**src/hdl/markup_title_extractor_defines.svh**
```systemverilog
// assertion macros for the markup title extractor
`ifndef MARKUP_TITLE_EXTRACTOR_DEFINES_SVH
`define MARKUP_TITLE_EXTRACTOR_DEFINES_SVH

`ifndef SYNTH
// clocked check, off while reset is asserted
`define MTE_ASSERT(label, prop) \
    label: assert property (@(posedge clk) disable iff (!rst_n) prop) \
        else $error("mte check failed");
// clocked check that also holds during reset
`define MTE_ASSERT_ALWAYS(label, prop) \
    label: assert property (@(posedge clk) prop) \
        else $error("mte check failed");
`else
`define MTE_ASSERT(label, prop)
`define MTE_ASSERT_ALWAYS(label, prop)
`endif

`endif

```
**src/hdl/mte_pkg.sv**
```systemverilog
package mte_pkg;

    // tag scanner phase
    typedef enum logic [3:0] {
        PH_TEXT       = 4'd0,
        PH_AFTER_LT   = 4'd1,
        PH_CMT_PFX    = 4'd2,
        PH_NAME       = 4'd3,
        PH_BODY       = 4'd4,
        PH_NAMED_BODY = 4'd5,
        PH_CMT0       = 4'd6,
        PH_CMT1       = 4'd7,
        PH_CMT2       = 4'd8
    } scan_phase_t;

    // controller states
    typedef enum logic [1:0] {
        CTL_SCAN    = 2'd0,
        CTL_EMIT_RD = 2'd1,
        CTL_EMIT_WR = 2'd2
    } ctl_state_t;

    // controller to datapath
    typedef struct packed {
        logic step;     // take the presented byte
        logic read;     // read title store at the emit index
        logic load;     // load one title char into the output register
    } mte_cmd_t;

    // datapath to controller
    typedef struct packed {
        logic direct;     // this byte gives a single result at once
        logic title;      // this byte starts a title emission
        logic last_char;  // emit index is at the final char
    } mte_status_t;

    localparam logic [6:0]  CNT_SAT  = 7'd127;
    localparam logic [16:0] LINE_SAT = 17'h1FFFF;

    localparam logic [7:0] CH_LF    = 8'h0A;
    localparam logic [7:0] CH_SP    = 8'h20;
    localparam logic [7:0] CH_LT    = 8'h3C;
    localparam logic [7:0] CH_GT    = 8'h3E;
    localparam logic [7:0] CH_BANG  = 8'h21;
    localparam logic [7:0] CH_DASH  = 8'h2D;
    localparam logic [7:0] CH_SLASH = 8'h2F;
    localparam logic [7:0] CH_DQ    = 8'h22;
    localparam logic [7:0] CH_SQ    = 8'h27;
    localparam logic [7:0] CH_DOT   = 8'h2E;
    localparam logic [7:0] CH_T     = 8'h74;

    function automatic logic is_ws(input logic [7:0] b);
        return (b == CH_SP) || (b >= 8'd9 && b <= 8'd13);
    endfunction

    function automatic logic [7:0] fold_case(input logic [7:0] b);
        return (b >= 8'h41 && b <= 8'h5A) ? b + 8'd32 : b;
    endfunction

    // expected char of "title" or "/title" at a match position
    function automatic logic [7:0] name_char(input logic closing, input logic [2:0] pos);
        logic [2:0] idx;
        idx = closing ? pos : pos + 3'd1;
        case (idx)
            3'd0:    return CH_SLASH;
            3'd1:    return 8'h74;
            3'd2:    return 8'h69;
            3'd3:    return 8'h74;
            3'd4:    return 8'h6C;
            3'd5:    return 8'h65;
            default: return 8'h00;
        endcase
    endfunction

endpackage

```
**src/hdl/mte_ctrl.sv**
```systemverilog
`include "markup_title_extractor_defines.svh"

module mte_ctrl (
    input  logic                clk,
    input  logic                rst_n,
    input  logic                in_valid,
    output logic                in_stall,
    output logic                out_valid,
    input  logic                out_stall,
    input  mte_pkg::mte_status_t st,
    output mte_pkg::mte_cmd_t    cmd
);
    import mte_pkg::*;

    ctl_state_t state_reg, state_next;
    logic       out_valid_reg, out_valid_next;
    logic       out_free;

    assign out_free  = !out_valid_reg || !out_stall;
    assign out_valid = out_valid_reg;

    // next state
    always_comb
    begin
        state_next = state_reg;
        case (state_reg)
            CTL_SCAN:
            begin
                if (in_valid && out_free && st.title)
                    state_next = CTL_EMIT_RD;
            end
            CTL_EMIT_RD:
                state_next = CTL_EMIT_WR;
            CTL_EMIT_WR:
            begin
                if (out_free)
                    state_next = st.last_char ? CTL_SCAN : CTL_EMIT_RD;
            end
            default:
                state_next = CTL_SCAN;
        endcase
    end

    // outputs
    always_comb
    begin
        cmd      = '0;
        in_stall = 1'b1;
        case (state_reg)
            CTL_SCAN:
            begin
                in_stall = !out_free;
                cmd.step = in_valid && out_free;
            end
            CTL_EMIT_RD:
                cmd.read = 1'b1;
            CTL_EMIT_WR:
                cmd.load = out_free;
            default:
                in_stall = 1'b1;
        endcase
    end

    // output valid flag
    always_comb
    begin
        out_valid_next = out_valid_reg && out_stall;
        if (cmd.load || (cmd.step && st.direct))
            out_valid_next = 1'b1;
    end

    always_ff @(posedge clk or negedge rst_n)
    begin
        if (!rst_n)
        begin
            state_reg     <= CTL_SCAN;
            out_valid_reg <= 1'b0;
        end
        else
        begin
            state_reg     <= state_next;
            out_valid_reg <= out_valid_next;
        end
    end

    `MTE_ASSERT(a_stall_while_emit, (state_reg != CTL_SCAN) |-> in_stall)
    `MTE_ASSERT(a_wr_after_rd, (state_reg == CTL_EMIT_WR) |-> $past(state_reg != CTL_SCAN))
    `MTE_ASSERT(a_load_sets_valid, cmd.load |=> out_valid_reg)
    `MTE_ASSERT_ALWAYS(a_reset_idle, !rst_n |=> (state_reg == CTL_SCAN && !out_valid_reg))

endmodule

```
**src/hdl/mte_dp.sv**
```systemverilog
module mte_dp #(
    parameter int TITLE_MAX = 64
) (
    input  logic                 clk,
    input  logic                 rst_n,
    input  logic                 cfg_we,
    input  logic [15:0]          cfg_wdata,
    input  logic [7:0]           text_byte,
    input  logic                 start_of_file,
    input  logic                 end_of_file,
    input  mte_pkg::mte_cmd_t    cmd,
    output mte_pkg::mte_status_t st,
    output logic [7:0]           title_char,
    output logic [6:0]           title_length,
    output logic                 found,
    output logic                 is_last
);
    import mte_pkg::*;

    localparam int         AW    = $clog2(TITLE_MAX);
    localparam logic [6:0] TMAX7 = 7'(TITLE_MAX);
    localparam logic [6:0] TDOT  = 7'(TITLE_MAX - 3);

    // scanner state
    scan_phase_t phase_reg, phase_next;
    logic [2:0]  pos_reg, pos_next;
    logic        open_reg, open_next;
    logic [16:0] line_reg, line_next;
    logic [7:0]  quote_reg, quote_next;
    logic [6:0]  cnt_reg, cnt_next;
    logic [6:0]  last_reg, last_next;
    logic [6:0]  mark_reg, mark_next;
    logic        ans_reg, ans_next;
    logic [15:0] limit_reg;

    // title store and emit path
    logic [7:0]    mem [TITLE_MAX];
    logic [7:0]    rdata_reg;
    logic [AW-1:0] k_reg;
    logic [6:0]    len_reg;
    logic          trunc_reg;
    logic [7:0]    char_reg;
    logic [6:0]    length_reg;
    logic          found_reg;
    logic          last_flag_reg;

    // effective state after start of file
    scan_phase_t e_phase;
    logic [2:0]  e_pos;
    logic        e_open;
    logic [16:0] e_line;
    logic [7:0]  e_quote;
    logic [6:0]  e_cnt, e_last, e_mark;
    logic        e_ans;

    logic [7:0]  b, lb;
    logic        ws;
    logic        we;
    logic [6:0]  cnt_inc;
    logic [16:0] line_inc;
    logic [2:0]  pos_inc, tlen;
    logic        tb_end;
    logic [7:0]  tb_quote;
    logic        emit_none, emit_title;
    logic        trunc;
    logic [6:0]  len;
    logic [6:0]  k7;
    logic        dot;
    logic [7:0]  emit_ch;

    assign b  = text_byte;
    assign lb = fold_case(text_byte);
    assign ws = is_ws(text_byte);

    assign e_phase = start_of_file ? PH_TEXT : phase_reg;
    assign e_pos   = start_of_file ? 3'd0  : pos_reg;
    assign e_open  = start_of_file ? 1'b0  : open_reg;
    assign e_line  = start_of_file ? 17'd0 : line_reg;
    assign e_quote = start_of_file ? 8'd0  : quote_reg;
    assign e_cnt   = start_of_file ? 7'd0  : cnt_reg;
    assign e_last  = start_of_file ? 7'd0  : last_reg;
    assign e_mark  = start_of_file ? 7'd0  : mark_reg;
    assign e_ans   = start_of_file ? 1'b0  : ans_reg;

    // quote-aware tag body
    always_comb
    begin
        tb_end   = 1'b0;
        tb_quote = e_quote;
        if (e_quote != 8'd0)
        begin
            if (b == e_quote)
                tb_quote = 8'd0;
        end
        else if (b == CH_DQ || b == CH_SQ)
            tb_quote = b;
        else
            tb_end = (b == CH_GT);
    end

    assign cnt_inc  = (e_cnt < CNT_SAT) ? e_cnt + 7'd1 : e_cnt;
    assign line_inc = (e_line < LINE_SAT) ? e_line + 17'd1 : e_line;
    assign pos_inc  = e_pos + 3'd1;
    assign tlen     = e_open ? 3'd6 : 3'd5;

    // byte scanner
    always_comb
    begin
        phase_next = e_phase;
        pos_next   = e_pos;
        open_next  = e_open;
        line_next  = e_line;
        quote_next = e_quote;
        cnt_next   = e_cnt;
        last_next  = e_last;
        mark_next  = e_mark;
        ans_next   = e_ans;
        we         = 1'b0;
        emit_none  = 1'b0;
        emit_title = 1'b0;
        if (!e_ans)
        begin
            // title content capture
            if (e_open)
            begin
                if (e_phase == PH_TEXT && b == CH_LT)
                    mark_next = e_last;
                if (!(e_cnt == 7'd0 && ws))
                begin
                    we       = (e_cnt < TMAX7);
                    cnt_next = cnt_inc;
                    if (!ws)
                        last_next = cnt_inc;
                end
            end
            case (e_phase)
                PH_TEXT:
                begin
                    if (b == CH_LF)
                    begin
                        line_next = line_inc;
                        if (line_inc > {1'b0, limit_reg})
                            emit_none = 1'b1;
                    end
                    if (b == CH_LT)
                    begin
                        phase_next = PH_AFTER_LT;
                        quote_next = 8'd0;
                    end
                end
                PH_AFTER_LT:
                begin
                    if (b == CH_BANG)
                    begin
                        phase_next = PH_CMT_PFX;
                        pos_next   = 3'd1;
                    end
                    else if ((!e_open && lb == CH_T) || (e_open && b == CH_SLASH))
                    begin
                        phase_next = PH_NAME;
                        pos_next   = 3'd1;
                    end
                    else
                    begin
                        quote_next = tb_quote;
                        phase_next = tb_end ? PH_TEXT : PH_BODY;
                    end
                end
                PH_CMT_PFX:
                begin
                    if (b == CH_DASH)
                    begin
                        pos_next = pos_inc;
                        if (pos_inc >= 3'd3)
                            phase_next = PH_CMT0;
                    end
                    else
                    begin
                        quote_next = tb_quote;
                        phase_next = tb_end ? PH_TEXT : PH_BODY;
                    end
                end
                PH_NAME:
                begin
                    if (e_pos < tlen && lb == name_char(e_open, e_pos))
                    begin
                        pos_next = pos_inc;
                        if (pos_inc >= tlen)
                            phase_next = PH_NAMED_BODY;
                    end
                    else
                    begin
                        quote_next = tb_quote;
                        phase_next = tb_end ? PH_TEXT : PH_BODY;
                    end
                end
                PH_BODY:
                begin
                    quote_next = tb_quote;
                    if (tb_end)
                        phase_next = PH_TEXT;
                end
                PH_NAMED_BODY:
                begin
                    quote_next = tb_quote;
                    if (tb_end)
                    begin
                        if (!e_open)
                        begin
                            open_next  = 1'b1;
                            cnt_next   = 7'd0;
                            last_next  = 7'd0;
                            mark_next  = 7'd0;
                            phase_next = PH_TEXT;
                        end
                        else
                            emit_title = 1'b1;
                    end
                end
                PH_CMT0:
                begin
                    if (b == CH_DASH)
                        phase_next = PH_CMT1;
                end
                PH_CMT1:
                begin
                    if (b == CH_DASH)
                        phase_next = PH_CMT1;
                    else if (ws)
                        phase_next = PH_CMT2;
                    else if (b == CH_GT)
                        phase_next = PH_TEXT;
                    else
                        phase_next = PH_CMT0;
                end
                PH_CMT2:
                begin
                    if (ws)
                        phase_next = PH_CMT2;
                    else if (b == CH_GT)
                        phase_next = PH_TEXT;
                    else
                        phase_next = PH_CMT0;
                end
                default:
                    phase_next = PH_TEXT;
            endcase
            // end of file answer
            if (!emit_none && !emit_title && end_of_file)
            begin
                if (phase_next == PH_NAMED_BODY && open_next)
                    emit_title = 1'b1;
                else
                    emit_none = 1'b1;
            end
            if (emit_none || emit_title)
                ans_next = 1'b1;
        end
    end

    // answer length with truncation
    assign trunc = mark_next > TMAX7;
    assign len   = trunc ? TMAX7 : mark_next;

    assign st.direct    = emit_none || (emit_title && len == 7'd0);
    assign st.title     = emit_title && len != 7'd0;
    assign k7           = 7'(k_reg);
    assign st.last_char = (k7 + 7'd1) == len_reg;

    // char for the emit index
    assign dot     = trunc_reg && (k7 >= TDOT);
    assign emit_ch = dot ? CH_DOT : (is_ws(rdata_reg) ? CH_SP : rdata_reg);

    // scanner registers
    always_ff @(posedge clk or negedge rst_n)
    begin
        if (!rst_n)
        begin
            phase_reg <= PH_TEXT;
            pos_reg   <= 3'd0;
            open_reg  <= 1'b0;
            line_reg  <= 17'd0;
            quote_reg <= 8'd0;
            cnt_reg   <= 7'd0;
            last_reg  <= 7'd0;
            mark_reg  <= 7'd0;
            ans_reg   <= 1'b0;
        end
        else if (cmd.step)
        begin
            phase_reg <= phase_next;
            pos_reg   <= pos_next;
            open_reg  <= open_next;
            line_reg  <= line_next;
            quote_reg <= quote_next;
            cnt_reg   <= cnt_next;
            last_reg  <= last_next;
            mark_reg  <= mark_next;
            ans_reg   <= ans_next;
        end
    end

    // line limit register
    always_ff @(posedge clk or negedge rst_n)
    begin
        if (!rst_n)
            limit_reg <= 16'd12;
        else if (cfg_we)
            limit_reg <= cfg_wdata;
    end

    // title store
    always_ff @(posedge clk)
    begin
        if (cmd.step && we)
            mem[e_cnt[AW-1:0]] <= b;
        if (cmd.read)
            rdata_reg <= mem[k_reg];
    end

    // emit index and output register
    always_ff @(posedge clk)
    begin
        if (cmd.step && st.title)
        begin
            k_reg     <= '0;
            len_reg   <= len;
            trunc_reg <= trunc;
        end
        else if (cmd.load)
            k_reg <= k_reg + 1'b1;

        if (cmd.step && st.direct)
        begin
            char_reg      <= 8'd0;
            length_reg    <= 7'd0;
            found_reg     <= emit_title;
            last_flag_reg <= 1'b1;
        end
        else if (cmd.load)
        begin
            char_reg      <= emit_ch;
            length_reg    <= len_reg;
            found_reg     <= 1'b1;
            last_flag_reg <= st.last_char;
        end
    end

    assign title_char   = char_reg;
    assign title_length = length_reg;
    assign found        = found_reg;
    assign is_last      = last_flag_reg;

endmodule

```
**src/hdl/markup_title_extractor.sv**
```systemverilog
// channel   direction  handshake            payload
// cfg       in         cfg_we               cfg_wdata (title_line_limit)
// in        in         in_valid / in_stall  text_byte, start_of_file, end_of_file
// out       out        out_valid / out_stall title_char, title_length, found, is_last
//
// one byte per cycle while scanning; a byte is taken whenever the output register is free
// a title goes out char by char, each read from the title store then loaded, input held
// rst_n clears scanner and controller, line limit returns to 12; title store is not cleared
// out_stall holds the output register and blocks new bytes only when it is full
module markup_title_extractor #(
    parameter int TITLE_MAX = 64
) (
    input  logic        clk,
    input  logic        rst_n,
    input  logic        cfg_we,
    input  logic [15:0] cfg_wdata,
    input  logic        in_valid,
    output logic        in_stall,
    input  logic [7:0]  text_byte,
    input  logic        start_of_file,
    input  logic        end_of_file,
    output logic        out_valid,
    input  logic        out_stall,
    output logic [7:0]  title_char,
    output logic [6:0]  title_length,
    output logic        found,
    output logic        is_last
);
    import mte_pkg::*;

    mte_cmd_t    cmd;
    mte_status_t st;

    // handshake sequencing
    mte_ctrl u_ctrl (
        .clk       (clk),
        .rst_n     (rst_n),
        .in_valid  (in_valid),
        .in_stall  (in_stall),
        .out_valid (out_valid),
        .out_stall (out_stall),
        .st        (st),
        .cmd       (cmd)
    );

    // scanner, title store and output register
    mte_dp #(
        .TITLE_MAX (TITLE_MAX)
    ) u_dp (
        .clk           (clk),
        .rst_n         (rst_n),
        .cfg_we        (cfg_we),
        .cfg_wdata     (cfg_wdata),
        .text_byte     (text_byte),
        .start_of_file (start_of_file),
        .end_of_file   (end_of_file),
        .cmd           (cmd),
        .st            (st),
        .title_char    (title_char),
        .title_length  (title_length),
        .found         (found),
        .is_last       (is_last)
    );

endmodule

```
**config.mk**
```make
export PLATFORM = sky130hd
export DESIGN_NAME = markup_title_extractor
export DESIGN_NICKNAME = d
export VERILOG_FILES = /design/src/hdl/mte_pkg.sv /design/src/hdl/mte_ctrl.sv /design/src/hdl/mte_dp.sv /design/src/hdl/markup_title_extractor.sv
export VERILOG_INCLUDE_DIRS = /design/src /design/src/hdl
export SDC_FILE = /design/constraint.sdc
export NUM_CORES = 1
export LEC_CHECK = 0
export ABC_AREA = 1
export BUFFER_PORTS_ARGS = -buffer_cell sky130_fd_sc_hd__buf_4
export CORE_MARGIN = 1.5
export CORE_UTILIZATION = 45
export DETAILED_ROUTE_END_ITERATION = 16
export GPL_TIMING_DRIVEN = 0
export MAX_ROUTING_LAYER = met4
export PLACE_DENSITY = 0.69
export SYNTH_ARGS = -nofsm -noshare
export SYNTH_HDL_FRONTEND = slang
export SYNTH_SLANG_ARGS = --single-unit
```
**constraint.sdc**
```tcl
create_clock -name clk -period 3.3 [get_ports clk]
set_input_delay 0.165 -clock clk [delete_from_list [all_inputs] [get_ports clk]]
set_output_delay 0.165 -clock clk [all_outputs]
set_load 0.05 [all_outputs]
```
==> results.py <==
metrics = {
    "outcome": {
        "status": "complete, but fails checks",
        "violations": "design-rule violations, negative setup slack",
    },
    "clocking": {
        "path_clk_slew_ns": 0.06,
        "clock-sinks": 625,
        "clk_path_buf_depth": 3,
        "h-tree-depth": 3,
        "cts_inserted_buffers": 67,
        "cts_tree": "built",
        "worstSkewPairLatency_ns": 0.63,
        "cts-root-buf": "clkbuf_16",
    },
    "flow_run": {
        "drv_cap": 0,
    },
    "yosys": {
        "syn_area_um2": 28100,
        "synth_ff_type": "edfxtp_1",
        "async_flop_share_pct": 11.8,
        "yosys_register_bits": 625,
        "avgSynthCellArea_um2": 10.7,
        "synth_nets": 2679,
        "synth_edf_count": 529,
        "yosysSeqAreaShare_pct": 64.8,
        "yosys_warnings": 0,
        "synthDistinctLibCells": 66,
        "syn_inst": 2622,
    },
    "setup_path": {
        "critPathRequiredTime_ns": 3.67,
        "critPathMostFrequentCell": "nand2_2",
        "crit_type": "flop to flop",
        "slowest_delay_ns": 0.42,
        "cp.arrival_ns": 4.23,
        "cp-start-kind": "flop",
        "cp_cell_sequence": "nand2_2 -> nor2_1 -> nand4_1 -> nor2_2 -> nor2_2 -> nand2_2 -> nor3_4 -> nand3_2 -> xor2_2 -> ha_1 -> nand2_1 -> nor2_1 -> nor2_1 -> nand3_2 -> nand2_1 -> a21boi_1 -> o21ai_1 -> nand2_2 -> nor3_4 -> nand2_2 -> nand3_4 -> buf_8 -> nand3_2",
        "cp_top_family": "simple AND/OR/NAND/NOR gates",
        "crit_path_top_delay_cell": "dfrtp_1",
        "cp_max_fo": 7,
        "endpoint_kind": "flop",
        "cp_num_buf_inv": 1,
    },
    "grt": {
        "grt_pass1_wl_um": 140000,
        "grt.met3_usage_pct": 5.75,
        "grt_util_met1_pct": 38.3,
        "grt_overflow": 0,
        "grt_pass1_vias": 21234,
        "grt_max_degree": 75,
        "track_usage_pct": 31.1,
        "grt_use_met2_pct": 48.5,
        "antenna_found_initial": 2,
        "busiest_layer": "met2",
    },
    "timing": {
        "fmax_mhz": 259,
        "hold_viol": 0,
        "finClkSkew_ns": 0.0310,
        "rsz0062_at_grt": "true",
        "post-route-period-util_pct": 117,
        "post-route-min-period_ns": 3.85,
        "relSlewSlack_pct": 6.18,
        "setup_ws_ns": -0.554,
        "drv_slew": 0,
        "hold_ws_ns": 0.0140,
        "setup_viol": 41,
        "worst_slew_pin_slew_ns": 1.39,
    },
    "cells_and_area": {
        "largest_register_ffs": 512,
        "layoutNonFillerInstCount": 3710,
        "fin_nets": 2879,
        "area_growth_pct": 19.5,
        "drive_above_1_share_pct": 15.9,
        "utilization_pct": 54.4,
        "final_area_um2": 33500,
    },
    "detailed_routing": {
        "drt-total-wl_um": 97400,
        "drt_iter0_markers": 3282,
        "ant_nets": 0,
        "avgRoutedWirePerCell_um": 26.2,
        "vias": 22509,
        "vias_per_cell": 6.07,
        "firstDrtPassIters": 14,
        "drcViolationCount": 2,
    },
    "die": {
        "die_h_um": 253,
        "die_w_um": 253,
        "dieArea_um2": 63900,
        "pin_count": 50,
        "rows": 91,
        "start_util_pct": 45.5,
        "core_um2": 61700,
    },
    "pwr": {
        "p_leak_nw": 11.7,
        "ir_drop_uv": 549,
        "powerDensity_nw_per_um2": 830,
    },
    "placed_design": {
        "hpwl_um": 64400,
        "dp.cells": 3508,
        "gp_congestion": 1.03,
        "portBuffers": 48,
        "placed_cell_area_um2": 29600,
    },
    "worst_hold_path": {
        "hold_path.class": "input pin to flop",
    },
}
-- logic make-up after synthesis --
group                    share of synthesized area (%)
flip-flops                                        64.8
AO/OA/AOI/OAI                                     13.9
adder cells (fa/ha/maj)                           1.16
buffers and inverters                             4.22
multiplexers                                     0.290
AND/OR/NAND/NOR                                   14.3
XOR/XNOR                                          1.37
-- layout by cell type, fill, tap and decap left out, drive strengths merged, types with 12 or more instances in the layout --
master	n
a21oi	102
o211ai	23
nand4	38
clkinv	21
buf	124
a22oi	13
dlygate4sd3	19
nand2	309
edfxtp	529
o22ai	87
nand3	92
dfrtp	72
xor2	33
inv	166
o21ai	343
dfxtp	22
clkbuf	212
nor2	474
o221ai	51
nor4	12
nor3	24
ha	26
a31oi	18
-- final cells by class --
cell class	count	area, um^2
multi-input cells	1696	9540
plain buffers	135	633
flip-flops and latches	625	18200
clock inverters	30	338
fillers	5196	28200
diodes	1	2.50
well taps	837	1050
clock buffers	89	1830
inverters	166	648
repair buffers	131	1330
-- power breakdown --
part           internal, mW  leakage, nW  switching [mW]
sequential             9.01         5.86           0.311
clock                  4.28         1.05            3.22
combinational          2.72         4.83            8.33
total                  16.0         11.7            11.9
-- metrics by stage --
stage	setup WS, ns	total power, mW	TNS, ns
after CTS	-0.518	27.2	-18.70
after floorplan	-0.293	15.1	-4.94
after global placement	-1.11	19.4	-305.12
final	-0.554	27.9	-17.32
after global routing	-0.837	28.6	-27.05
after detailed placement	-1.15	19.6	-370.06
-- path summary, 6_finish.rpt --
check / startpoint / to / slack (ns) / depth (start not counted)
max: u_dp.line_reg[12]$_DFFE_PN0P_ / u_dp.found$_SDFFCE_PN1P_ / -0.55 / 23
min: start_of_file / u_dp.quote_reg[7]$_DFFE_PN0P_ / 0.01 / 4
max reg2reg: u_dp.line_reg[12]$_DFFE_PN0P_ / u_dp.found$_SDFFCE_PN1P_ / -0.55 / 23
min reg2reg: u_dp.mark_reg[5]$_DFFE_PN0P_ / u_dp.mark_reg[5]$_DFFE_PN0P_ / 0.50 / 2
max in group asynchronous: rst_n / u_dp.pos_reg[0]$_DFFE_PN0P_ / 2.30 / 2
min in group asynchronous: rst_n / u_dp.limit_reg[0]$_DFFE_PN0P_ / 0.26 / 2
-- Yosys cell counts, types with 12 or more instances --
cell,number,area (um^2)
xor2_1,33,289
dfxtp_1,22,440
clkbuf_1,124,465
a21oi_1,91,455
nor2_1,465,1750
nand4_1,37,231
o21ai_0,335,1680
o221ai_1,51,447
ha_1,26,325
a31oi_1,18,113
o22ai_1,87,544
nand2_2,12,75.1
a22oi_1,13,97.6
dfrtp_1,72,1800
nand2_1,296,1110
edfxtp_1,529,15900
o211ai_1,20,150
inv_1,152,571
nand3_1,86,430
nor3_1,24,120
-- per-layer routing --
| metal | vias up | routed length (um) |
|---|---|---|
| met1 | 10870 | 34900 |
| met2 | 1453 | 45100 |
| li1 | 9822 | - |
| met5 | - | 0 |
| met4 | 0 | 6470 |
| met3 | 364 | 10900 |
-- worst reg2reg max path: stages (launching register included) --
cell and delay, ns:
dfrtp_1 0.42, nand2_2 0.17, nor2_1 0.10, nand4_1 0.14
nor2_2 0.07, nor2_2 0.15, nand2_2 0.10, nor3_4 0.29
nand3_2 0.20, xor2_2 0.23, ha_1 0.30, nand2_1 0.10
nor2_1 0.05, nor2_1 0.11, nand3_2 0.08, nand2_1 0.06
a21boi_1 0.06, o21ai_1 0.15, nand2_2 0.11, nor3_4 0.20
nand2_2 0.13, nand3_4 0.16, buf_8 0.16, nand3_2 0.06
-- what timing repair did --
action / 4_1_cts / 5_1_grt
pin swaps: 21 / 51
endpoints found under the hold margin: 90 / 0
resized for setup: 118 / 163
cloned: 0 / 0
setup buffers: 27 / 36
hold buffers: 19 / 0
endpoints found under the setup margin: 374 / 555
Power figures use the tool's default switching activity.
